===== config.mk =====
export PLATFORM = sky130hd
export DESIGN_NAME = gem_back
export DESIGN_NICKNAME = d
export VERILOG_FILES = /design/src/hw/rtl/gem_pkg.sv /design/src/hw/rtl/gem_back.sv
export SDC_FILE = /design/constraint.sdc
export NUM_CORES = 2
export LEC_CHECK = 0
export BUFFER_PORTS_ARGS = -buffer_cell sky130_fd_sc_hd__buf_4
export CAP_MARGIN = 30
export CORE_AREA = 4 4 402 483
export DETAILED_ROUTE_END_ITERATION = 12
export DIE_AREA = 0 0 406 487
export SYNTH_ARGS = -nofsm -noshare
export SYNTH_HDL_FRONTEND = slang
export SYNTH_SLANG_ARGS = --single-unit
export TNS_END_PERCENT = 10

===== constraint.sdc =====
create_clock -name clock -period 55.6 [get_ports clock]
set_input_delay 2.78 -clock clock [delete_from_list [all_inputs] [get_ports clock]]
set_output_delay 2.78 -clock clock [all_outputs]
set_load 0.02 [all_outputs]

===== src/hw/rtl/gem_pkg.sv =====
package gem_pkg;

   localparam int MAX_WIDTH  = 1024;
   localparam int MAX_HEIGHT = 1024;
   localparam int COL_W      = $clog2(MAX_WIDTH);
   localparam int ROW_W      = $clog2(MAX_HEIGHT);
   localparam int SIZE_W     = 11;
   localparam int PIXEL_W    = 8;
   localparam int MAG_W      = 8;
   localparam int MASK_ROW_W = 24;
   localparam int CSR_IDX_W  = 4;
   localparam int Q_DEPTH    = 4;
   localparam int Q_PTR_W    = $clog2(Q_DEPTH);
   localparam int Q_CNT_W    = Q_PTR_W + 1;

   typedef enum logic [CSR_IDX_W-1:0] {
      REG_MASK_X_TOP,
      REG_MASK_X_MIDDLE,
      REG_MASK_X_BOTTOM,
      REG_MASK_Y_TOP,
      REG_MASK_Y_MIDDLE,
      REG_MASK_Y_BOTTOM,
      REG_FRAME_WIDTH,
      REG_FRAME_HEIGHT
   } csr_index_type;

   localparam logic [MASK_ROW_W-1:0] MASK_X_TOP_RST    = 24'd65791;
   localparam logic [MASK_ROW_W-1:0] MASK_X_MIDDLE_RST = 24'd131326;
   localparam logic [MASK_ROW_W-1:0] MASK_X_BOTTOM_RST = 24'd65791;
   localparam logic [MASK_ROW_W-1:0] MASK_Y_TOP_RST    = 24'd16776959;
   localparam logic [MASK_ROW_W-1:0] MASK_Y_MIDDLE_RST = 24'd0;
   localparam logic [MASK_ROW_W-1:0] MASK_Y_BOTTOM_RST = 24'd66049;

   typedef logic [PIXEL_W-1:0] pixel_type;

   // [row][column], row 0 is the top of the window
   typedef logic [2:0][2:0][PIXEL_W-1:0] window_type;

   typedef struct packed {
      logic [1:0][2:0][MASK_ROW_W-1:0] masks;   // [0] X mask, [1] Y mask
      logic [COL_W:0]                  width;   // already clamped
      logic [ROW_W:0]                  height;  // already clamped
   } cfg_type;

   typedef struct packed {
      window_type         window;
      logic [COL_W-1:0]   column;
      logic [ROW_W-1:0]   row;
      logic               last;
   } queue_item_type;

endpackage


===== src/hw/rtl/gem_back.sv =====
module gem_back import gem_pkg::*; (
   input  logic               clock,
   input  logic               reset,
   input  cfg_type            cfg,
   input  logic               q_not_empty,
   input  queue_item_type     q_head,
   output logic               pop,
   output logic               out_valid,
   input  logic               out_ready,
   output logic [MAG_W-1:0]   out_magnitude,
   output logic [COL_W-1:0]   out_column,
   output logic [ROW_W-1:0]   out_row,
   output logic               out_last
);

   localparam int PROD_W   = 2 * PIXEL_W + 1;
   localparam int ROWSUM_W = PROD_W + 2;
   localparam int GRAD_W   = ROWSUM_W + 2;
   localparam int ABS_W    = GRAD_W - 1;

   typedef struct packed {
      logic [COL_W-1:0] column;
      logic [ROW_W-1:0] row;
      logic             last;
   } side_type;

   logic advance;

   logic                                 s1_valid_ff;
   side_type                             s1_side_ff;
   logic signed [PROD_W-1:0]             prod_ff [2][3][3];
   logic signed [PROD_W-1:0]             prod_in [2][3][3];

   logic                                 s2_valid_ff;
   side_type                             s2_side_ff;
   logic signed [ROWSUM_W-1:0]           rowsum_ff [2][3];
   logic signed [ROWSUM_W-1:0]           rowsum_in [2][3];

   logic                                 s3_valid_ff;
   side_type                             s3_side_ff;
   logic [ABS_W-1:0]                     abs_ff [2];
   logic [ABS_W-1:0]                     abs_in [2];
   logic signed [GRAD_W-1:0]             grad [2];

   logic                                 out_valid_ff;
   logic [MAG_W-1:0]                     mag_ff;
   side_type                             out_side_ff;
   logic [GRAD_W-1:0]                    mag_sum;
   logic [MAG_W-1:0]                     mag_in;

   // Whole pipe holds while a result waits at the output
   assign advance = !out_valid_ff || out_ready;
   assign pop     = advance && q_not_empty;

   always_comb begin
      for (int m = 0; m < 2; m++)
         for (int r = 0; r < 3; r++)
            for (int c = 0; c < 3; c++)
               prod_in[m][r][c] =
                  $signed(cfg.masks[m][r][8*c +: 8]) *
                  $signed({1'b0, q_head.window[r][c]});
   end

   always_comb begin
      for (int m = 0; m < 2; m++)
         for (int r = 0; r < 3; r++)
            rowsum_in[m][r] = ROWSUM_W'(prod_ff[m][r][0]) + ROWSUM_W'(prod_ff[m][r][1])
                              + ROWSUM_W'(prod_ff[m][r][2]);
   end

   always_comb begin
      for (int m = 0; m < 2; m++) begin
         grad[m] = GRAD_W'(rowsum_ff[m][0]) + GRAD_W'(rowsum_ff[m][1])
                   + GRAD_W'(rowsum_ff[m][2]);
         if (grad[m][GRAD_W-1]) abs_in[m] = ABS_W'(-grad[m]);
         else abs_in[m] = ABS_W'(grad[m]);
      end
   end

   // Saturate the magnitude to a full-scale pixel
   always_comb begin
      mag_sum = {1'b0, abs_ff[0]} + {1'b0, abs_ff[1]};
      if (mag_sum > GRAD_W'(255)) mag_in = '1;
      else mag_in = mag_sum[MAG_W-1:0];
   end

   always_ff @(posedge clock) begin
      if (reset) begin
         s1_valid_ff  <= 1'b0;
         s2_valid_ff  <= 1'b0;
         s3_valid_ff  <= 1'b0;
         out_valid_ff <= 1'b0;
      end else if (advance) begin
         s1_valid_ff  <= q_not_empty;
         s2_valid_ff  <= s1_valid_ff;
         s3_valid_ff  <= s2_valid_ff;
         out_valid_ff <= s3_valid_ff;
      end
   end

   always_ff @(posedge clock) begin
      if (advance) begin
         s1_side_ff.column <= q_head.column;
         s1_side_ff.row    <= q_head.row;
         s1_side_ff.last   <= q_head.last;
         prod_ff           <= prod_in;
         s2_side_ff        <= s1_side_ff;
         rowsum_ff         <= rowsum_in;
         s3_side_ff        <= s2_side_ff;
         abs_ff            <= abs_in;
         out_side_ff       <= s3_side_ff;
         mag_ff            <= mag_in;
      end
   end

   assign out_valid     = out_valid_ff;
   assign out_magnitude = mag_ff;
   assign out_column    = out_side_ff.column;
   assign out_row       = out_side_ff.row;
   assign out_last      = out_side_ff.last;

endmodule


==> flow_summary.json <==
{
  "fin_hold_ws_ns": 0.417,
  "netSwitchingPower_uw": 2110,
  "grt_usage": 0.156,
  "finalPower_uw": 4570,
  "avgSynthCellArea_um2": 10.4,
  "max-cap-violations": 0,
  "yosysTopAreaCell": "edfxtp_1",
  "p_leak_uw": 0.0346,
  "outcome": "completed",
  "cts_root_buffer": "clkbuf_16",
  "syn-num-nets": 8376,
  "ys_top_cells_by_area": "edfxtp_1 25%, fa_1 25%, ha_1 18%, and2_1 7.4%, inv_1 6.7%",
  "io_pins": 294,
  "overflow": 0,
  "synth_top_area_share": 0.251,
  "post_cts.repair.setup_buffers": 0,
  "syn2layout_area_growth_pct": 11.1,
  "fin_crit_sh": 0.131,
  "grt_pass1_vias": 45900,
  "setup_viol": 0,
  "p_per_area_mw_per_mm2": 62.4,
  "dp_hpwl_um": 124000,
  "crit_fanout": 16,
  "route.detailed.drc": 0,
  "dr.pass1.iters": 5,
  "fin_skew_ns": 0.0286,
  "nets": 8644,
  "relSlewSlack": 0.407,
  "setup_tns_ns": 0,
  "h-tree-depth": 3,
  "routed_via_density": 4.80,
  "seq_power_share": 0.212,
  "criticalPathCategory": "in -> reg",
  "synth_flop_cell": "edfxtp_1",
  "final_hold_viol_count": 0,
  "clk_latency_ns": 0.66,
  "postRouteAntennaNets": 0,
  "fmax_mhz": 137,
  "multiInputGateArea_mm2": 0.0445,
  "clock_sinks": 556,
  "yosysMostFrequentCell": "inv_1",
  "wl_um": 152000,
  "synth_edf_count": 552,
  "yosysSeqAreaShare": 0.253,
  "dp_slack_ns": 47.70,
  "p_comb_frac": 0.684,
  "rsz0062_at_grt": "false",
  "dr_total_vias": 44000,
  "drive_above_1_share": 0.0655,
  "cpPeakStageDelay_ns": 0.55,
  "io_buffers": 271,
  "seqCellArea_mm2": 0.0167,
  "slew_viol_final": 0,
  "grt_start_max_net_pins": 165,
  "synthCells": 6362,
  "cts_buffers": 71,
  "coreArea_mm2": 0.189,
  "ys_seq_elements": 556,
  "synth_cell_types": 90,
  "cts_resized": 0,
  "rows": 175,
  "dieArea_mm2": 0.198,
  "worst_slack_ns": 48.32,
  "antenna_found_initial": 23,
  "final.min_clock_period_ns": 7.28,
  "internal_power_uw": 2460,
  "gp_congestion": 0.849,
  "wl_per_cell_um": 16.6,
  "die_w_um": 406,
  "clkTransAtPathRegs_ns": 0.06,
  "cpMaxStageDelayCell": "fa_1",
  "synth_commonest_cells": "1,184 x inv_1, 936 x ha_1, 815 x fa_1",
  "path_cells": "buf_4 > and2_1 > fa_1 > inv_1 > fa_1 > inv_1 > fa_1 > inv_1 > fa_1 > inv_1 > ha_1 > o21ai_0 > a21boi_0 > o21ai_0 > a21boi_0 > o21ai_0 > a21boi_0 > o21ai_0 > a21oi_1 > xnor2_1",
  "fillers": 18600,
  "startpoint_type": "input pin",
  "worstMarginPinSlew_ns": 0.890,
  "async_reset_ff_frac": 0,
  "syn_area_mm2": 0.0660,
  "die_h_um": 487,
  "drt_iter0_markers": 2336,
  "p_clk_frac": 0.104,
  "cts_hold_buf": 0,
  "grt_first_pass_wirelength_um": 244000,
  "worst_ep_arrival_time_ns": 7.64,
  "cp-end-kind": "flip-flop",
  "yosysWarnings": 0,
  "swShare": 0.462,
  "clk_path_buf_depth": 3,
  "start_util": 0.349,
  "hp-class": "reg -> reg",
  "required_ns": 55.96,
  "ir_drop_mv": 0.0497,
  "cts_tree": "done"
}
-- flip-flops by register name, summed over array words and instances, names as in the netlist --
signal         count
prod_ff          306
rowsum_ff        114
abs_ff            40
s1_side_ff        21
s2_side_ff        21
s3_side_ff        21
out_column        10
out_row           10
out_magnitude      8
out_last           1
out_valid          1
s1_valid_ff        1
s2_valid_ff        1
s3_valid_ff        1
-- worst paths after layout --
kind	startpoint	slack (ns)	cells past startpoint	to
worst max-delay path	q_head[90]	48.32	20	prod_ff[169]
worst min-delay path	s1_side_ff[18]	0.42	0	s2_side_ff[18]
worst max register to register	rowsum_ff[39]	51.47	13	abs_ff[19]
worst min register to register	s1_side_ff[18]	0.42	0	s2_side_ff[18]
-- area by class of cell --
type	count	share of cell area
multi-input cells	4538	0.608
flip-flops and latches	556	0.227
repair buffers	276	0.0286
clock buffers	82	0.0252
clock inverters	47	0.00756
inverters	1187	0.0608
well taps	2478	0.0423
diodes	9	0.000307
-- stage by stage --
step / std cells / cell area (um2) / utilization
global placement: 9035 / 70800 / 0.374
finish: 9173 / 73300 / 0.387
floorplan: 6362 / 66000 / -
global route: 9167 / 73300 / 0.387
detailed placement: 9035 / 70800 / 0.374
CTS: 9164 / 73300 / 0.387
-- power groups by stage --
stage	logic (uW)	registers [uW]	clock network (uW)
final	3130	967	478
after CTS	3160	975	495
after global routing	3540	985	513
after detailed placement	3130	980	0
after floorplan	2380	905	0
after global placement	3080	980	0
-- cell usage in the layout, fill, tap and decap left out, types with 11 or more instances in the layout --
| cell | n |
|---|---|
| a21boi_0 | 52 |
| a21o_1 | 48 |
| a21oi_1 | 178 |
| a31oi_1 | 11 |
| and2_1 | 784 |
| and3_1 | 12 |
| buf_4 | 274 |
| clkbuf_16 | 72 |
| edfxtp_1 | 552 |
| fa_1 | 815 |
| ha_1 | 936 |
| inv_1 | 1184 |
| nand2_1 | 373 |
| nand2b_1 | 57 |
| nand3_1 | 30 |
| nor2_1 | 349 |
| nor2b_1 | 59 |
| nor3_1 | 69 |
| o211ai_1 | 11 |
| o21a_1 | 22 |
| o21ai_0 | 175 |
| o21ai_1 | 20 |
| o21bai_1 | 17 |
| o41ai_1 | 17 |
| or3_1 | 32 |
| xnor2_1 | 278 |
| xor2_1 | 38 |
-- metal layers --
layer	vias to the layer above	track usage	routed length [um]
li1	21000	-	-
met3	208	0.0211	7180
met5	-	0	94
met1	21900	0.205	66500
met2	793	0.267	73600
met4	18	0.0491	4480
-- critical path: cells and delay by family --
family	cells	cell delay, ns
buffers and inverters	5	0.39
adders and majority gates	5	2.35
and+or+nand+nor	1	0.18
xor gates and xnor gates	1	0.52
AOI/OAI and AO/OA	8	1.42
-- cell families (layout without fill, tap and decap cells) --
kind of cell,count (synthesis),after routing,synth area share
and+or+nand+nor,1828,1828,0.146
adders and majority gates,1751,1751,0.425
buffers and inverters,1268,1592,0.0723
AOI/OAI and AO/OA,635,635,0.0613
DFF,556,556,0.253
xor gates and xnor gates,317,317,0.0422
muxes,7,7,0.00108
other,0,9,0
No activity file was read; power rests on OpenSTA's default activity.
