### config.mk
export PLATFORM = sky130hd
export DESIGN_NAME = gem_csr
export DESIGN_NICKNAME = d
export VERILOG_FILES = /design/src/hw/rtl/gem_pkg.sv /design/src/hw/rtl/gem_csr.sv
export SDC_FILE = /design/constraint.sdc
export NUM_CORES = 1
export LEC_CHECK = 0
export BUFFER_PORTS_ARGS = -buffer_cell sky130_fd_sc_hd__buf_2
export CAP_MARGIN = 20
export CORE_MARGIN = 8
export CORE_UTILIZATION = 57
export CTS_BUF_LIST = sky130_fd_sc_hd__clkbuf_8
export DETAILED_ROUTE_END_ITERATION = 8
export GPL_ROUTABILITY_DRIVEN = 0
export PLACE_DENSITY = 0.88
export SETUP_SLACK_MARGIN = 0.2
export SLEW_MARGIN = 10
export SYNTH_ARGS = -nofsm -noshare
export SYNTH_HDL_FRONTEND = slang
export SYNTH_SLANG_ARGS = --single-unit
### constraint.sdc
create_clock -name clock -period 4.6 [get_ports clock]
set_clock_uncertainty 0.2 [all_clocks]
set_input_delay 1.15 -clock clock [delete_from_list [all_inputs] [get_ports clock]]
set_output_delay 1.15 -clock clock [all_outputs]
set_load 0.05 [all_outputs]
### src/hw/rtl/gem_pkg.sv
package gem_pkg;

   localparam int MAX_WIDTH  = 1024;
   localparam int MAX_HEIGHT = 1024;
   localparam int COL_W      = $clog2(MAX_WIDTH);
   localparam int ROW_W      = $clog2(MAX_HEIGHT);
   localparam int SIZE_W     = 11;
   localparam int PIXEL_W    = 8;
   localparam int MAG_W      = 8;
   localparam int MASK_ROW_W = 24;
   localparam int CSR_IDX_W  = 4;
   localparam int Q_DEPTH    = 4;
   localparam int Q_PTR_W    = $clog2(Q_DEPTH);
   localparam int Q_CNT_W    = Q_PTR_W + 1;

   typedef enum logic [CSR_IDX_W-1:0] {
      REG_MASK_X_TOP,
      REG_MASK_X_MIDDLE,
      REG_MASK_X_BOTTOM,
      REG_MASK_Y_TOP,
      REG_MASK_Y_MIDDLE,
      REG_MASK_Y_BOTTOM,
      REG_FRAME_WIDTH,
      REG_FRAME_HEIGHT
   } csr_index_type;

   localparam logic [MASK_ROW_W-1:0] MASK_X_TOP_RST    = 24'd65791;
   localparam logic [MASK_ROW_W-1:0] MASK_X_MIDDLE_RST = 24'd131326;
   localparam logic [MASK_ROW_W-1:0] MASK_X_BOTTOM_RST = 24'd65791;
   localparam logic [MASK_ROW_W-1:0] MASK_Y_TOP_RST    = 24'd16776959;
   localparam logic [MASK_ROW_W-1:0] MASK_Y_MIDDLE_RST = 24'd0;
   localparam logic [MASK_ROW_W-1:0] MASK_Y_BOTTOM_RST = 24'd66049;

   typedef logic [PIXEL_W-1:0] pixel_type;

   // [row][column], row 0 is the top of the window
   typedef logic [2:0][2:0][PIXEL_W-1:0] window_type;

   typedef struct packed {
      logic [1:0][2:0][MASK_ROW_W-1:0] masks;   // [0] X mask, [1] Y mask
      logic [COL_W:0]                  width;   // already clamped
      logic [ROW_W:0]                  height;  // already clamped
   } cfg_type;

   typedef struct packed {
      window_type         window;
      logic [COL_W-1:0]   column;
      logic [ROW_W-1:0]   row;
      logic               last;
   } queue_item_type;

endpackage

### src/hw/rtl/gem_csr.sv
module gem_csr import gem_pkg::*; (
   input  logic                  clock,
   input  logic                  reset,
   input  logic                  wr_en,
   input  logic [CSR_IDX_W-1:0]  wr_index,
   input  logic [MASK_ROW_W-1:0] wr_data,
   output cfg_type               cfg
);

   cfg_type cfg_ff;
   logic [SIZE_W-1:0] size_val;
   logic [COL_W:0]    width_clamped;
   logic [ROW_W:0]    height_clamped;

   assign size_val = wr_data[SIZE_W-1:0];

   // Store sizes clamped, so the front never sees an out-of-range frame
   always_comb begin
      if (int'(size_val) < 3) begin
         width_clamped  = (COL_W+1)'(3);
         height_clamped = (ROW_W+1)'(3);
      end else begin
         if (int'(size_val) > MAX_WIDTH) width_clamped = (COL_W+1)'(MAX_WIDTH);
         else width_clamped = (COL_W+1)'(size_val);
         if (int'(size_val) > MAX_HEIGHT) height_clamped = (ROW_W+1)'(MAX_HEIGHT);
         else height_clamped = (ROW_W+1)'(size_val);
      end
   end

   always_ff @(posedge clock) begin
      if (reset) begin
         cfg_ff.masks[0][0] <= MASK_X_TOP_RST;
         cfg_ff.masks[0][1] <= MASK_X_MIDDLE_RST;
         cfg_ff.masks[0][2] <= MASK_X_BOTTOM_RST;
         cfg_ff.masks[1][0] <= MASK_Y_TOP_RST;
         cfg_ff.masks[1][1] <= MASK_Y_MIDDLE_RST;
         cfg_ff.masks[1][2] <= MASK_Y_BOTTOM_RST;
         cfg_ff.width       <= (COL_W+1)'(MAX_WIDTH);
         cfg_ff.height      <= (ROW_W+1)'(MAX_HEIGHT);
      end else if (wr_en) begin
         case (wr_index)
            REG_MASK_X_TOP:    cfg_ff.masks[0][0] <= wr_data;
            REG_MASK_X_MIDDLE: cfg_ff.masks[0][1] <= wr_data;
            REG_MASK_X_BOTTOM: cfg_ff.masks[0][2] <= wr_data;
            REG_MASK_Y_TOP:    cfg_ff.masks[1][0] <= wr_data;
            REG_MASK_Y_MIDDLE: cfg_ff.masks[1][1] <= wr_data;
            REG_MASK_Y_BOTTOM: cfg_ff.masks[1][2] <= wr_data;
            REG_FRAME_WIDTH:   cfg_ff.width       <= width_clamped;
            REG_FRAME_HEIGHT:  cfg_ff.height      <= height_clamped;
            default: ;  // drop writes past the register list
         endcase
      end
   end

   assign cfg = cfg_ff;

endmodule

==> impl_metrics.ini, run 1 <==
[critical_path]
required_ns = 4.74
cp.arrival_ns = 2.95
worstSetupPathType = input pin to flip-flop
start_kind = input pin
r2r.worst_path.cells = 2
cp-end-kind = flip-flop
crit_fanout = 50

[clock_tree]
clockBufferDepth = 2
cts_htree_levels = 4
clock_latency_ns = 0.45
clock-sinks = 166
cts_root_buffer = clkbuf_8
cts.clk_slew.worst_paths_ns = 0.09
cts_tree = built
cts_hold_buf = 0
cts_resized = 0
cts_setup_buffers = 0
numCtsBuffers = 17

[routing]
remaining_drc_errors = 0
dr.pass1.iters = 5
vias = 6157
wl_per_cell_um = 20.8
drt-initial-drc-count = 913
routed_wl_um = 20500
ant_nets = 0
viasPerCell = 6.25

[global_routing]
grt-ovfl-total = 0
grt_pass1_vias = 6036
grt_max_degree = 100
grt_pass1_wl_um = 31900
antenna_found_initial = 0
grtUsageTotal_pct = 27.4

[floorplan]
ios = 197
die_area_sq_mm = 0.0146
initial_core_util_pct = 57.9
die_w_um = 121
row_count = 38
die_h_um = 121
core_region_area_sq_mm = 0.0108

[final_layout]
synthToLayoutAreaGrowth_pct = 20.9
final_cells = 985
final_nets = 863
n_fill_cell = 853
final_common_cell = buf_2
largest_reg_flops = 166
final_cell_mix = buf_2 (195), dfxtp_1 (166), nand3_1 (100)
n_antenna_cell = 0
drive_above_1_share_pct = 29.1

[placement]
dpl.cell_count = 953
io_buffers = 196
place_hpwl_um = 13900

[logic_synthesis]
syn_area_sq_mm = 0.00625
synth.net_count = 717
synthCells = 686
ys_types = 28
syn_avg_cell_area_sq_um = 9.11
netlist.area_leader.share_pct = 53.2
synth.area.top_cells = dfxtp_1 (53%), nand3_1 (8.0%), a21oi_1 (7.8%), o21ai_0 (7.6%), a211o_1 (7.3%)
ys_seq_area_share_pct = 53.2
synth_area_leader_cell = dfxtp_1
yosysWarnings = 0
synth-seq-cells = 166

[min_path]
min_path_cells = 1
hold_class = flip-flop to flip-flop

[sta]
fmax_mhz = 355
slew_violations = 0
tightest_slew_ns = 1.06
rsz0062_at_grt = no
period_needed_ns = 2.81
slew_headroom_pct = 28.9
finalSetupTns_ns = 0
finalHoldViolCount = 0
setup_viol = 0
fin_crit_sh_pct = 61.2

[power_and_ir_drop]
power_density_mw_per_mm2 = 371
ir_drop_mv = 0.216
power_mw = 2.80
leakage_nw = 3.17

[outcome]
status = complete, no violations

[flow_run]
cap_viol_max_count = 0
## power breakdown
part / switching (mW) / leakage (nW) / internal [mW]
logic: 0.220 / 1.63 / 0.0538
registers: 0.0127 / 1.34 / 1.46
clock network: 0.544 / 0.195 / 0.516
total: 0.777 / 3.17 / 2.03
## layer usage
layer  vias up  track usage (%)  wire length, um
li1       2802                -                -
met5         -                0                0
met3        55             7.88             2190
met1      2924             33.5             7980
met4         0             15.4              802
met2       376             42.8             9550
## final timing paths
kind / start / end / slack [ns]
min reg2reg: cfg[96]$_SDFFE_PP1P_ / cfg[96]$_SDFFE_PP1P_ / 0.26
min: cfg[96]$_SDFFE_PP1P_ / cfg[96]$_SDFFE_PP1P_ / 0.26
max reg2reg: cfg[57]$_SDFFE_PP0P_ / cfg[57]$_SDFFE_PP0P_ / 3.62
max: wr_index[1] / cfg[49]$_SDFFE_PP1P_ / 1.79
## synth_stat cells
cell type,count
nor4_1,2
nand2b_1,2
o2bb2ai_1,4
and3b_1,1
buf_4,5
a21oi_1,98
nand3b_1,3
or3b_1,1
dfxtp_1,166
clkbuf_1,41
and3_1,54
a21oi_2,2
nand2_2,2
nand3_1,100
and2b_1,1
a211o_1,52
and2_1,1
nor3b_4,1
a22o_1,12
clkbuf_2,1
nor2b_1,3
buf_2,25
nand2_1,4
o21ai_1,3
or2_2,1
nor2_1,2
buf_1,4
o21ai_0,95
## final cells by class
type / instances / area [sq um] / share of cell area (%)
clock buffer: 19 / 262 / 3.46
clock inverter: 13 / 148 / 1.95
multi-input combinational: 444 / 2610 / 34.5
sequential: 166 / 3320 / 44.0
tap: 140 / 175 / 2.32
timing repair buffer: 203 / 1040 / 13.8
## worst max-delay path: stages
cell,delay (ns)
buf_2,0.16
and2b_2,0.84
nand2_1,0.39
a211o_1,0.39
## per-stage QoR
step | setup slack, ns | utilization, % | hold slack (ns) | area, sq um
after floorplan | 2.19 | - | 0.499 | 6250
after global placement | 1.46 | 66.1 | 0.240 | 7130
after detailed placement | 1.35 | 66.2 | 0.246 | 7140
after CTS | 1.83 | 70.0 | 0.267 | 7550
after global routing | 1.68 | 70.0 | 0.280 | 7560
final | 1.79 | 70.0 | 0.265 | 7560
## logic make-up (layout without fill, tap and decap cells)
| group | count (synthesis) | count (layout) | synth area share, % |
|---|---|---|---|
| and+or+nand+nor | 178 | 178 | 15.9 |
| buffers and inverters | 76 | 235 | 5.39 |
| AOI/OAI and AO/OA | 266 | 266 | 25.5 |
| DFF | 166 | 166 | 53.2 |
Power figures use the tool's default switching activity.
==> run 2: changes to the inputs <==
--- a/config.mk
+++ b/config.mk
@@ -8,11 +8,11 @@
 export BUFFER_PORTS_ARGS = -buffer_cell sky130_fd_sc_hd__buf_2
 export CAP_MARGIN = 20
 export CORE_MARGIN = 8
-export CORE_UTILIZATION = 57
+export CORE_UTILIZATION = 48
 export CTS_BUF_LIST = sky130_fd_sc_hd__clkbuf_8
 export DETAILED_ROUTE_END_ITERATION = 8
 export GPL_ROUTABILITY_DRIVEN = 0
-export PLACE_DENSITY = 0.88
+export PLACE_DENSITY = 0.79
 export SETUP_SLACK_MARGIN = 0.2
 export SLEW_MARGIN = 10
 export SYNTH_ARGS = -nofsm -noshare
==> constraint.sdc (replaced) <==
create_clock -name clock -period 2.36 [get_ports clock]
set_clock_uncertainty 0.2 [all_clocks]
set_input_delay 0.59 -clock clock [delete_from_list [all_inputs] [get_ports clock]]
set_output_delay 0.59 -clock clock [all_outputs]
set_load 0.05 [all_outputs]
==> impl_metrics.ini, run 2 (synthesized netlist as in run 1, its figures left out) <==
[routing]
routed_wl_um = 21400
wl_per_cell_um = 20.7
dr.pass1.iters = 5
remaining_drc_errors = 0
drt-initial-drc-count = 628
vias = 6076
viasPerCell = 5.90
ant_nets = 0

[final_layout]
n_antenna_cell = 0
final_common_cell = buf_2
drive_above_1_share_pct = 30.1
n_fill_cell = 1134
final_nets = 876
post-route-util_pct = 61.7
synthToLayoutAreaGrowth_pct = 25.0
final_cell_mix = buf_2 (195), dfxtp_1 (166), nand3_1 (100)
largest_reg_flops = 166

[floorplan]
ios = 197
die_w_um = 130
die_area_sq_mm = 0.0169
row_count = 41
initial_core_util_pct = 49.3
die_h_um = 130
core_region_area_sq_mm = 0.0127

[power_and_ir_drop]
pwr-share-comb_pct = 9.9
sw_frac_of_total_pct = 25.8
pwr-share-seq_pct = 49.7
power_density_mw_per_mm2 = 738
ir_drop_mv = 0.501
p_sw_mw = 1.49
leakage_nw = 3.29
clkPwrFrac_pct = 40.4
p_int_mw = 4.28

[global_routing]
grtUsageTotal_pct = 24.6
grt_pass1_wl_um = 31800
grt_pass1_vias = 5597
top_usage_layer = met2
antenna_found_initial = 0
grtUsageMet3_pct = 7.47
grt_max_degree = 76
grt_use_met2_pct = 37.4
grt-ovfl-total = 0
use_met1_pct = 32.2

[sta]
fin_crit_sh_pct = 81.5
fmax_mhz = 520
setup_viol = 0
slew_violations = 0
finalHoldViolCount = 0
tightest_slew_ns = 0.734
rsz0062_at_grt = no
slew_headroom_pct = 51.1
period_needed_ns = 1.92
finalSetupTns_ns = 0

[placement]
io_buffers = 196
place_hpwl_um = 14100

[clock_tree]
clock-sinks = 166
cts_resized = 0
cts_root_buffer = clkbuf_8
cts_htree_levels = 4
numCtsBuffers = 17
cts_hold_buf = 0
cts.clk_slew.worst_paths_ns = 0.08
clockBufferDepth = 2
cts_setup_buffers = 0
cts_tree = built
clock_latency_ns = 0.45

[min_path]
min_path_cells = 2
hold_class = input pin to flip-flop

[critical_path]
cp.arrival_ns = 1.13
cp-end-kind = output pin
critPathTopFamily = flip-flops
required_ns = 1.57
cp.depth = 1
critPathSlowestCell = dfxtp_1
slowest_delay_ns = 0.39
r2r.worst_path.cells = 1
start_kind = flip-flop
crit_fanout = 2
worstSetupPathType = flip-flop to output pin
worstPathCellList = buf_2
cp_num_buf_inv = 1

[flow_run]
cap_viol_max_count = 0

[outcome]
status = complete, no violations
run 2: cell type report:
cell class              instances  area, sq um  share of cell area (%)
flip-flops and latches        166         3320                    42.5
multi-input cells             444         2600                    33.3
repair buffers                216         1210                    15.5
clock buffers                  19          262                    3.35
well taps                     172          215                    2.75
clock inverters                13          203                    2.59
run 2: power by group through the flow:
stage / Combinational (mW) / Clock (mW) / Sequential, mW
3_3_place_gp: 0.564 / 0 / 2.93
6_report: 0.573 / 2.33 / 2.86
3_5_place_dp: 0.565 / 0 / 2.93
5_1_grt: 0.601 / 2.48 / 2.87
4_1_cts: 0.568 / 2.36 / 2.86
2_1_floorplan: 0.206 / 0 / 3.07
run 2: worst paths after layout:
| check | start | to | slack, ns |
|---|---|---|---|
| setup / recovery | cfg[102]$_SDFFE_PP0P_ | cfg[102] | 0.44 |
| hold / removal | reset | cfg[77]$_SDFFE_PP1P_ | 0.23 |
| setup reg to reg | cfg[95]$_SDFFE_PP1P_ | cfg[95]$_SDFFE_PP1P_ | 1.45 |
| hold reg to reg | cfg[29]$_SDFFE_PP1P_ | cfg[29]$_SDFFE_PP1P_ | 0.26 |
run 2: through the flow:
step	total power, mW	setup slack [ns]	instance area [sq um]	hold slack, ns	instances
floorplan	3.28	0.513	6250	0.499	686
global placement	3.49	0.238	7350	0.238	998
detailed placement	3.49	0.184	7350	0.244	998
CTS	5.79	0.401	7810	0.207	1030
global route	5.95	0.377	7810	0.218	1030
finish	5.77	0.436	7810	0.233	1030
run 2: routing by layer:
layer,share of wire (%),wire (um)
met1,42,8950
met2,46,9880
met3,9.7,2080
met4,2.1,448
met5,0,0
