`config.mk`:
```
export PLATFORM = sky130hd
export DESIGN_NAME = gem_queue
export DESIGN_NICKNAME = d
export VERILOG_FILES = /design/src/hw/rtl/gem_pkg.sv /design/src/hw/rtl/gem_queue.sv
export SDC_FILE = /design/constraint.sdc
export NUM_CORES = 1
export LEC_CHECK = 0
export ABC_AREA = 1
export BUFFER_PORTS_ARGS = -buffer_cell sky130_fd_sc_hd__buf_2
export CAP_MARGIN = 15
export CORE_MARGIN = 2
export CORE_UTILIZATION = 51
export DETAILED_ROUTE_END_ITERATION = 12
export PLACE_DENSITY_LB_ADDON = 0.2
export REMOVE_ABC_BUFFERS = 1
export SETUP_SLACK_MARGIN = 0.4
export SYNTH_ARGS = -nofsm -noshare
export SYNTH_HDL_FRONTEND = slang
export SYNTH_SLANG_ARGS = --single-unit
```
`constraint.sdc`:
```
create_clock -name clock -period 2.8 [get_ports clock]
set_input_delay 0.42 -clock clock [delete_from_list [all_inputs] [get_ports clock]]
set_output_delay 0.42 -clock clock [all_outputs]
set_load 0.005 [all_outputs]
```
`src/hw/rtl/gem_pkg.sv`:
```
package gem_pkg;

   localparam int MAX_WIDTH  = 1024;
   localparam int MAX_HEIGHT = 1024;
   localparam int COL_W      = $clog2(MAX_WIDTH);
   localparam int ROW_W      = $clog2(MAX_HEIGHT);
   localparam int SIZE_W     = 11;
   localparam int PIXEL_W    = 8;
   localparam int MAG_W      = 8;
   localparam int MASK_ROW_W = 24;
   localparam int CSR_IDX_W  = 4;
   localparam int Q_DEPTH    = 4;
   localparam int Q_PTR_W    = $clog2(Q_DEPTH);
   localparam int Q_CNT_W    = Q_PTR_W + 1;

   typedef enum logic [CSR_IDX_W-1:0] {
      REG_MASK_X_TOP,
      REG_MASK_X_MIDDLE,
      REG_MASK_X_BOTTOM,
      REG_MASK_Y_TOP,
      REG_MASK_Y_MIDDLE,
      REG_MASK_Y_BOTTOM,
      REG_FRAME_WIDTH,
      REG_FRAME_HEIGHT
   } csr_index_type;

   localparam logic [MASK_ROW_W-1:0] MASK_X_TOP_RST    = 24'd65791;
   localparam logic [MASK_ROW_W-1:0] MASK_X_MIDDLE_RST = 24'd131326;
   localparam logic [MASK_ROW_W-1:0] MASK_X_BOTTOM_RST = 24'd65791;
   localparam logic [MASK_ROW_W-1:0] MASK_Y_TOP_RST    = 24'd16776959;
   localparam logic [MASK_ROW_W-1:0] MASK_Y_MIDDLE_RST = 24'd0;
   localparam logic [MASK_ROW_W-1:0] MASK_Y_BOTTOM_RST = 24'd66049;

   typedef logic [PIXEL_W-1:0] pixel_type;

   // [row][column], row 0 is the top of the window
   typedef logic [2:0][2:0][PIXEL_W-1:0] window_type;

   typedef struct packed {
      logic [1:0][2:0][MASK_ROW_W-1:0] masks;   // [0] X mask, [1] Y mask
      logic [COL_W:0]                  width;   // already clamped
      logic [ROW_W:0]                  height;  // already clamped
   } cfg_type;

   typedef struct packed {
      window_type         window;
      logic [COL_W-1:0]   column;
      logic [ROW_W-1:0]   row;
      logic               last;
   } queue_item_type;

endpackage

```
`src/hw/rtl/gem_queue.sv`:
```
module gem_queue import gem_pkg::*; (
   input  logic               clock,
   input  logic               reset,
   input  logic               push,
   input  queue_item_type     push_item,
   input  logic               pop,
   output logic               not_empty,
   output queue_item_type     head_item,
   output logic [Q_CNT_W-1:0] count
);

   queue_item_type       entry_ff [Q_DEPTH];
   logic [Q_PTR_W-1:0]   wr_ptr_ff, wr_ptr_in;
   logic [Q_PTR_W-1:0]   rd_ptr_ff, rd_ptr_in;
   logic [Q_CNT_W-1:0]   count_ff, count_in;

   always_comb begin
      wr_ptr_in = wr_ptr_ff;
      rd_ptr_in = rd_ptr_ff;
      count_in  = count_ff;
      if (push) wr_ptr_in = wr_ptr_ff + Q_PTR_W'(1);
      if (pop) rd_ptr_in = rd_ptr_ff + Q_PTR_W'(1);
      if (push && !pop) count_in = count_ff + Q_CNT_W'(1);
      else if (pop && !push) count_in = count_ff - Q_CNT_W'(1);
   end

   always_ff @(posedge clock) begin
      if (reset) begin
         wr_ptr_ff <= '0;
         rd_ptr_ff <= '0;
         count_ff  <= '0;
      end else begin
         wr_ptr_ff <= wr_ptr_in;
         rd_ptr_ff <= rd_ptr_in;
         count_ff  <= count_in;
      end
   end

   always_ff @(posedge clock) begin
      if (push) entry_ff[wr_ptr_ff] <= push_item;
   end

   assign not_empty = count_ff != '0;
   assign head_item = entry_ff[rd_ptr_ff];
   assign count     = count_ff;

endmodule

```
==> qor.yml, run 1 <==
status:
  status: "completed"
synthesis:
  ys_ff_latch: 381
  synthArstFlopShare_pct: 0
  synth_simple_gate_area_share_pct: 5.449
  syn_inst: 957
  syn_area_mm2: 0.01419
  synth_top_area_share_pct: 78.72
  synthAdderAreaFrac_pct: 0.5820
  synth_top_family_by_area: "compound AO/OA/AOI/OAI gates"
  yosysTopAreaCell: "edfxtp_1"
  synth-seq-area-share_pct: 79.99
  yosysUniqueCellTypes: 20
  synth_compound_area_share_pct: 10.94
  syn_avg_cell_area_um2: 14.83
  synthMuxAreaShare_pct: 0
  synth_area_leaders: "edfxtp_1 (79%), nor2_1 (5.1%), o21ai_0 (5.0%)"
  synthXorXnorAreaFrac_pct: 0.06172
  synthFlopType: "edfxtp_1"
  ys_warn_count: 0
  synth_edf_count: 372
cells_and_area:
  fin_area_mm2: 0.01686
  syn_to_final_growth_pct: 18.85
  fill_cells: 2075
  nets: 1258
  drive_gt1_share_pct: 23.23
critical_path:
  r2r-end: "entry_ff[0][60]$_DFFE_PP_"
  crit_slowest_cell: "dfxtp_4"
  path_depth: 5
  crit_fanout: 47
  critical_path_required_ns: 2.38
  cp-endpoint: "head_item[29]"
  reg2reg_depth: 5
  critPathKind: "flip-flop to output port"
  start_kind: "flip-flop"
  max_stage_delay_ns: 0.42
  crit_chain: "inv_12 -> buf_6 -> nor2_1 -> o22ai_1 -> buf_2"
  critPathBufInv: 3
  reg2reg_from: "wr_ptr_ff[0]$_SDFFE_PP0P_"
  critPathCaptureType: "output port"
  cp.arrival_ns: 1.95
  cp_top_family: "buffers and inverters"
  ff2ff_setup_slack_ns: 1.04
global_routing:
  overflow: 0
  grt_max_degree: 94
  grt_pass1_vias: 8287
  antenna_found_initial: 9
  grt_pass1_wl_um: 45040
  grt.total_usage_pct: 20.40
detailed_routing:
  routed_wl_um: 29810
  drc: 0
  dr.first_iter.drc_count: 697
  drt_first_pass_iters: 5
  wl_per_cell_um: 19.03
  num_vias: 8511
  vias_per_cell: 5.435
  drtAntennaViolNets: 0
clock_tree:
  cts_tree: "built"
  htreeDepth: 2
  cts_buffers: 38
  clockBufferDepth: 3
  cts_sinks: 381
  clock_latency_ns: 0.52
  cts-root-buf: "clkbuf_16"
  clk_pin_slew_worst_paths_ns: 0.06
  cts_hold_buf: 0
timing:
  relSlewSlack_pct: 59.44
  tns_ns: 0
  finalClockSkew_ns: 0.01759
  fin_crit_ns: 2.371
  max_freq_mhz: 421.8
  rsz0062_at_grt: "true"
  timing.hold.ws_ns: 0.06988
  worst_pin_slew_ns: 0.6084
  drv_slew: 0
  hold_violations: 0
  fin_ws_ns: 0.4291
  post-route-period-util_pct: 84.68
  setup_viol: 0
min_path:
  hold_class: "input port to flip-flop"
  worstHoldPathCells: 2
die:
  fp.dieW_um: 170.8
  start_util_pct: 51.50
  coreArea_mm2: 0.02755
  io-pin-count: 194
  die_h_um: 170.8
  rows: 61
  dieArea_mm2: 0.02917
place:
  dpl.hpwl_um: 16260
  gp_congestion: 0.7282
  post-place-ws_ns: 0.6576
  place_area_mm2: 0.01555
  portBuffers: 193
pwr:
  vdd.ir_drop.worst_uv: 370.6
  leakage_nw: 5.922
  power.density_mw_per_mm2: 731.3
  total_power_mw: 12.33
job:
  maxCapViolations: 0
[timing repair]
item	in CTS	in global routing
buffers inserted	4	0
gates resized for setup	6	6
setup endpoints to repair	90	25
gates cloned	1	1
[worst reg2reg max path, delay by kind of cell, from the launching register on]
kind	cells	cell delay (ns)
simple gates	1	0.08
fa+ha+maj	1	0.16
buf+inv	3	0.87
flops	1	0.32
[layer usage]
| layer | track usage [%] | share of wire (%) | vias to the layer above |
|---|---|---|---|
| met1 | 27.82 | 43 | 4141 |
| met3 | 4.534 | 6.6 | 78 |
| li1 | - | - | 4018 |
| met4 | 8.250 | 2.8 | 10 |
| met5 | 0 | 0.23 | - |
| met2 | 32.20 | 47 | 264 |
[cell usage after synthesis (3+ instances only)]
library cell	count
a21oi_1	3
buf_2	12
buf_4	6
buf_6	12
clkbuf_1	28
dfxtp_1	9
edfxtp_1	372
ha_1	5
inv_1	16
nand2_1	10
nor2_1	193
o21ai_0	141
o21ai_1	50
o22ai_1	93
[logic make-up after synthesis]
family                   after synthesis
XOR/XNOR                               1
flip-flops                           381
adder cells (fa/ha/maj)                6
AND/OR/NAND/NOR                      205
buffers and inverters                 77
AO/OA/AOI/OAI                        287
[stage by stage]
stage	util, %	instances
2_1_floorplan	-	897
3_3_place_gp	56.44	1487
3_5_place_dp	56.44	1487
4_1_cts	61.00	1561
5_1_grt	61.21	1566
6_report	61.21	1566
[power breakdown]
part / total [mW] / internal (mW) / switching, mW
sequential: 6.58 / 6.52 / 0.0603
combinational: 1.10 / 0.409 / 0.692
clock: 4.65 / 2.73 / 1.93
[area by class of cell]
type	instances	area, um^2	area share (%)
Clock buffer	57	1106	6.558
Sequential cell	381	11360	67.35
Inverter	17	91.34	0.5416
Timing Repair Buffer	218	1354	8.027
Antenna cell	4	10.01	0.05935
Clock inverter	12	55.05	0.3264
Tap cell	378	473.0	2.804
Multi-Input combinational cell	499	2417	14.33
[flip-flops by register name (all words and copies together) (netlist names), named ones only]
| register | cells |
|---|---|
| entry_ff | 372 |
| count | 3 |
| wr_ptr_ff | 2 |
| rd_ptr_ff | 2 |
[worst min path at each step]
stage                               from                    end  slack (ns)
2_1_floorplan  rd_ptr_ff[1]$_SDFFE_PP0P_              flip-flop        0.41
3_3_place_gp   rd_ptr_ff[1]$_SDFFE_PP0P_              flip-flop        0.42
3_5_place_dp   rd_ptr_ff[1]$_SDFFE_PP0P_              flip-flop        0.42
4_1_cts                            reset  count[0]$_SDFFE_PP0P_        0.05
5_1_grt                            reset  count[0]$_SDFFE_PP0P_        0.07
6_report                           reset  count[0]$_SDFFE_PP0P_        0.07
[cell usage in the layout, fill, tap and decap left out]
master      count
a21oi_1         3
buf_12          7
buf_16          2
buf_2         193
buf_4           8
buf_6           4
buf_8           2
bufbuf_16       1
clkbuf_1       14
clkbuf_16      42
clkbuf_8        2
clkinv_1        6
clkinv_2        5
clkinv_4        1
clkinvlp_4      1
dfxtp_1         7
dfxtp_4         2
diode_2         4
edfxtp_1      372
fa_1            1
ha_1            5
inv_1          11
inv_12          1
inv_4           4
nand2_1        10
nand3_1         1
nand4_1         1
nor2_1        193
o21ai_0       141
o21ai_1        50
o22ai_1        93
xor2_1          1
(Power assumes the default switching activity.)
==> inputs of run 2 (changes only) <==
==> constraint.sdc (replaced) <==
create_clock -name clock -period 2 [get_ports clock]
set_input_delay 0.3 -clock clock [delete_from_list [all_inputs] [get_ports clock]]
set_output_delay 0.3 -clock clock [all_outputs]
set_load 0.005 [all_outputs]
==> qor.yml, run 2 (synthesis results as in run 1) <==
status:
  status: "finished, violations left"  # was completed
  violations: "setup timing"
die:
  die_h_um: 170.8  # unchanged
  dieArea_mm2: 0.02917  # unchanged
  rows: 61  # unchanged
  coreArea_mm2: 0.02755  # unchanged
  io-pin-count: 194  # unchanged
  start_util_pct: 51.50  # unchanged
  fp.dieW_um: 170.8  # unchanged
clock_tree:
  cts_buffers: 39  # was 38
  cts-root-buf: "clkbuf_16"  # unchanged
  clock_latency_ns: 0.52  # about the same
  htreeDepth: 2  # unchanged
  clockBufferDepth: 3  # unchanged
  clk_pin_slew_worst_paths_ns: 0.06  # about the same
  cts_tree: "built"  # unchanged
  cts_sinks: 381  # unchanged
detailed_routing:
  dr.first_iter.drc_count: 649  # was 697
  drc: 0  # unchanged
  routed_wl_um: 34800  # was 29810 um
  drtAntennaViolNets: 0  # unchanged
  num_vias: 9167  # was 8511
  drt_first_pass_iters: 5  # unchanged
  vias_per_cell: 5.415  # was 5.435
  wl_per_cell_um: 20.56  # was 19.03 um
cells_and_area:
  layout_commonest_cell: "edfxtp_1"  # unchanged
  syn_to_final_growth_pct: 33.59  # was 18.85%
  nets: 1389  # was 1258
  final_cell_mix: "edfxtp_1 (372), buf_2 (193), nor2_1 (190)"  # was edfxtp_1 (372), nor2_1 (193), buf_2 (193)
  final_cells: 1693  # was 1566
  diodes: 0  # was 4
  largest_register_ffs: 372  # unchanged
  top_register: "entry_ff"  # unchanged
  drive_gt1_share_pct: 28.29  # was 23.23%
min_path:
  worstHoldPathCells: 1  # was 2
  hold_class: "input port to flip-flop"  # unchanged
  hold_path_end: "entry_ff[1][31]$_DFFE_PP_"  # was count[0]$_SDFFE_PP0P_
  min_from: "push_item[31]"  # was reset
critical_path:
  critPathCaptureType: "output port"  # unchanged
  ff2ff_setup_slack_ns: 0.52  # was 1.04 ns
  reg2reg_depth: 5  # unchanged
  cp_top_family: "buffers and inverters"  # unchanged
  start_kind: "flip-flop"  # unchanged
  max_stage_delay_ns: 0.39  # was 0.42 ns
  critPathKind: "flip-flop to output port"  # unchanged
  cp.arrival_ns: 1.78  # was 1.95 ns
  reg2reg_from: "wr_ptr_ff[1]$_SDFFE_PP0P_"  # was wr_ptr_ff[0]$_SDFFE_PP0P_
  crit_slowest_cell: "dfxtp_4"  # unchanged
  crit_chain: "buf_4 -> bufbuf_16 -> nor2_1 -> o22ai_1 -> buf_2"  # was inv_12 -> buf_6 -> nor2_1 -> o22ai_1 -> buf_2
  crit_fanout: 9  # was 47
  critical_path_required_ns: 1.70  # was 2.38 ns
  r2r-end: "entry_ff[1][18]$_DFFE_PP_"  # was entry_ff[0][60]$_DFFE_PP_
  critPathBufInv: 3  # unchanged
global_routing:
  overflow: 0  # unchanged
  grt_pass1_wl_um: 50330  # was 45040 um
  grt.total_usage_pct: 23.05  # was 20.40%
  antenna_found_initial: 1  # was 9
  grt_pass1_vias: 8879  # was 8287
  grt_max_degree: 66  # was 94
timing:
  fin_crit_ns: 2.085
  finalClockSkew_ns: 0.01193  # was 0.01759 ns
  post-route-period-util_pct: 104.2
  relSlewSlack_pct: 74.80  # was 59.44%
  hold_violations: 0  # unchanged
  tns_ns: -2.876  # was 0 ns
  fin_ws_ns: -0.08491  # was 0.4291 ns
  rsz0062_at_grt: "true"  # unchanged
  worst_pin_slew_ns: 0.3779  # was 0.6084 ns
  max_freq_mhz: 479.6
  setup_viol: 89  # was 0
  drv_slew: 0  # unchanged
pwr:
  p_seq_share_pct: 51.1  # was 53.3%
  power.density_mw_per_mm2: 951.8  # was 731.3 mW/mm^2
  power_frac_comb_pct: 12.0  # was 8.9%
  p_sw_share_pct: 22.68  # was 21.71%
  p_sw_mw: 4.091  # was 2.678 mW
  leakage_nw: 6.817  # was 5.922 nW
  vdd.ir_drop.worst_uv: 699.5  # was 370.6 uV
  p_int_mw: 13.95  # was 9.655 mW
  clkPwrFrac_pct: 36.9  # was 37.7%
place:
  gp_congestion: 0.7200  # was 0.7282
  dpl.hpwl_um: 16660  # was 16260 um
  portBuffers: 193  # unchanged
  placed_cells_incl_taps: 1498  # was 1487
job:
  maxCapViolations: 0  # unchanged
==> run 2: power by group through the flow <==
stage / clock (mW) / sequential (mW) / combinational (mW)
final: 6.66 / 9.22 / 2.16
after detailed placement: 0 / 9.38 / 1.54
after floorplan: 0 / 9.44 / 0.657
after global placement: 0 / 9.37 / 1.51
after global routing: 7.06 / 9.24 / 2.34
after CTS: 6.75 / 9.21 / 2.02
==> run 2: routing by layer <==
metal	track usage [%]	vias to the layer above	routed length (um)	share of wire [%]
li1	-	4288	-	-
met1	31.35	4523	14910	43
met2	37.74	306	17050	49
met3	4.858	48	2180	6.3
met4	6.949	2	640	1.8
met5	0	-	14	0.040
==> run 2: timing repair <==
| action | CTS | global route |
|---|---|---|
| resized for setup | 78 | 111 |
| buffers inserted | 13 | 0 |
| cloned | 17 | 8 |
| hold endpoints to repair | 341 | 0 |
| endpoints found under the setup margin | 93 | 186 |
| pin swaps | 12 | 48 |
| hold buffers | 87 | 0 |
==> run 2: how the worst max path moves through the flow <==
stage               startpoint  cells after the start       endpoint
finish               flip-flop                      5  head_item[12]
global route         flip-flop                      6  head_item[91]
CTS                  flip-flop                      5  head_item[72]
detailed placement   flip-flop                      5  head_item[44]
global placement     flip-flop                      5  head_item[44]
floorplan            flip-flop                      3   head_item[0]
==> run 2: final cells by class <==
class / instances / area [um^2]
flip-flops and latches: 381 / 11360
fillers: 1881 / 8597
repair buffers: 345 / 3167
multi-input cells: 499 / 2664
clock buffers: 48 / 1052
well taps: 378 / 473.0
clock inverters: 22 / 117.6
inverters: 17 / 95.09
repair inverters: 3 / 28.78
==> run 2: stage by stage <==
stage | area [um^2] | hold slack, ns | utilization (%) | power (mW) | worst slack (ns)
after floorplan | 13830 | 0.3724 | - | 10.10 | -3.209
after global placement | 15730 | 0.4169 | 57.10 | 10.88 | 0.2462
after detailed placement | 15730 | 0.4225 | 57.10 | 10.92 | 0.2288
after CTS | 18520 | 0.001377 | 67.23 | 17.98 | -0.09768
after global routing | 18960 | 0.007845 | 68.80 | 18.64 | -0.1485
final | 18960 | 0.005422 | 68.80 | 18.04 | -0.08491
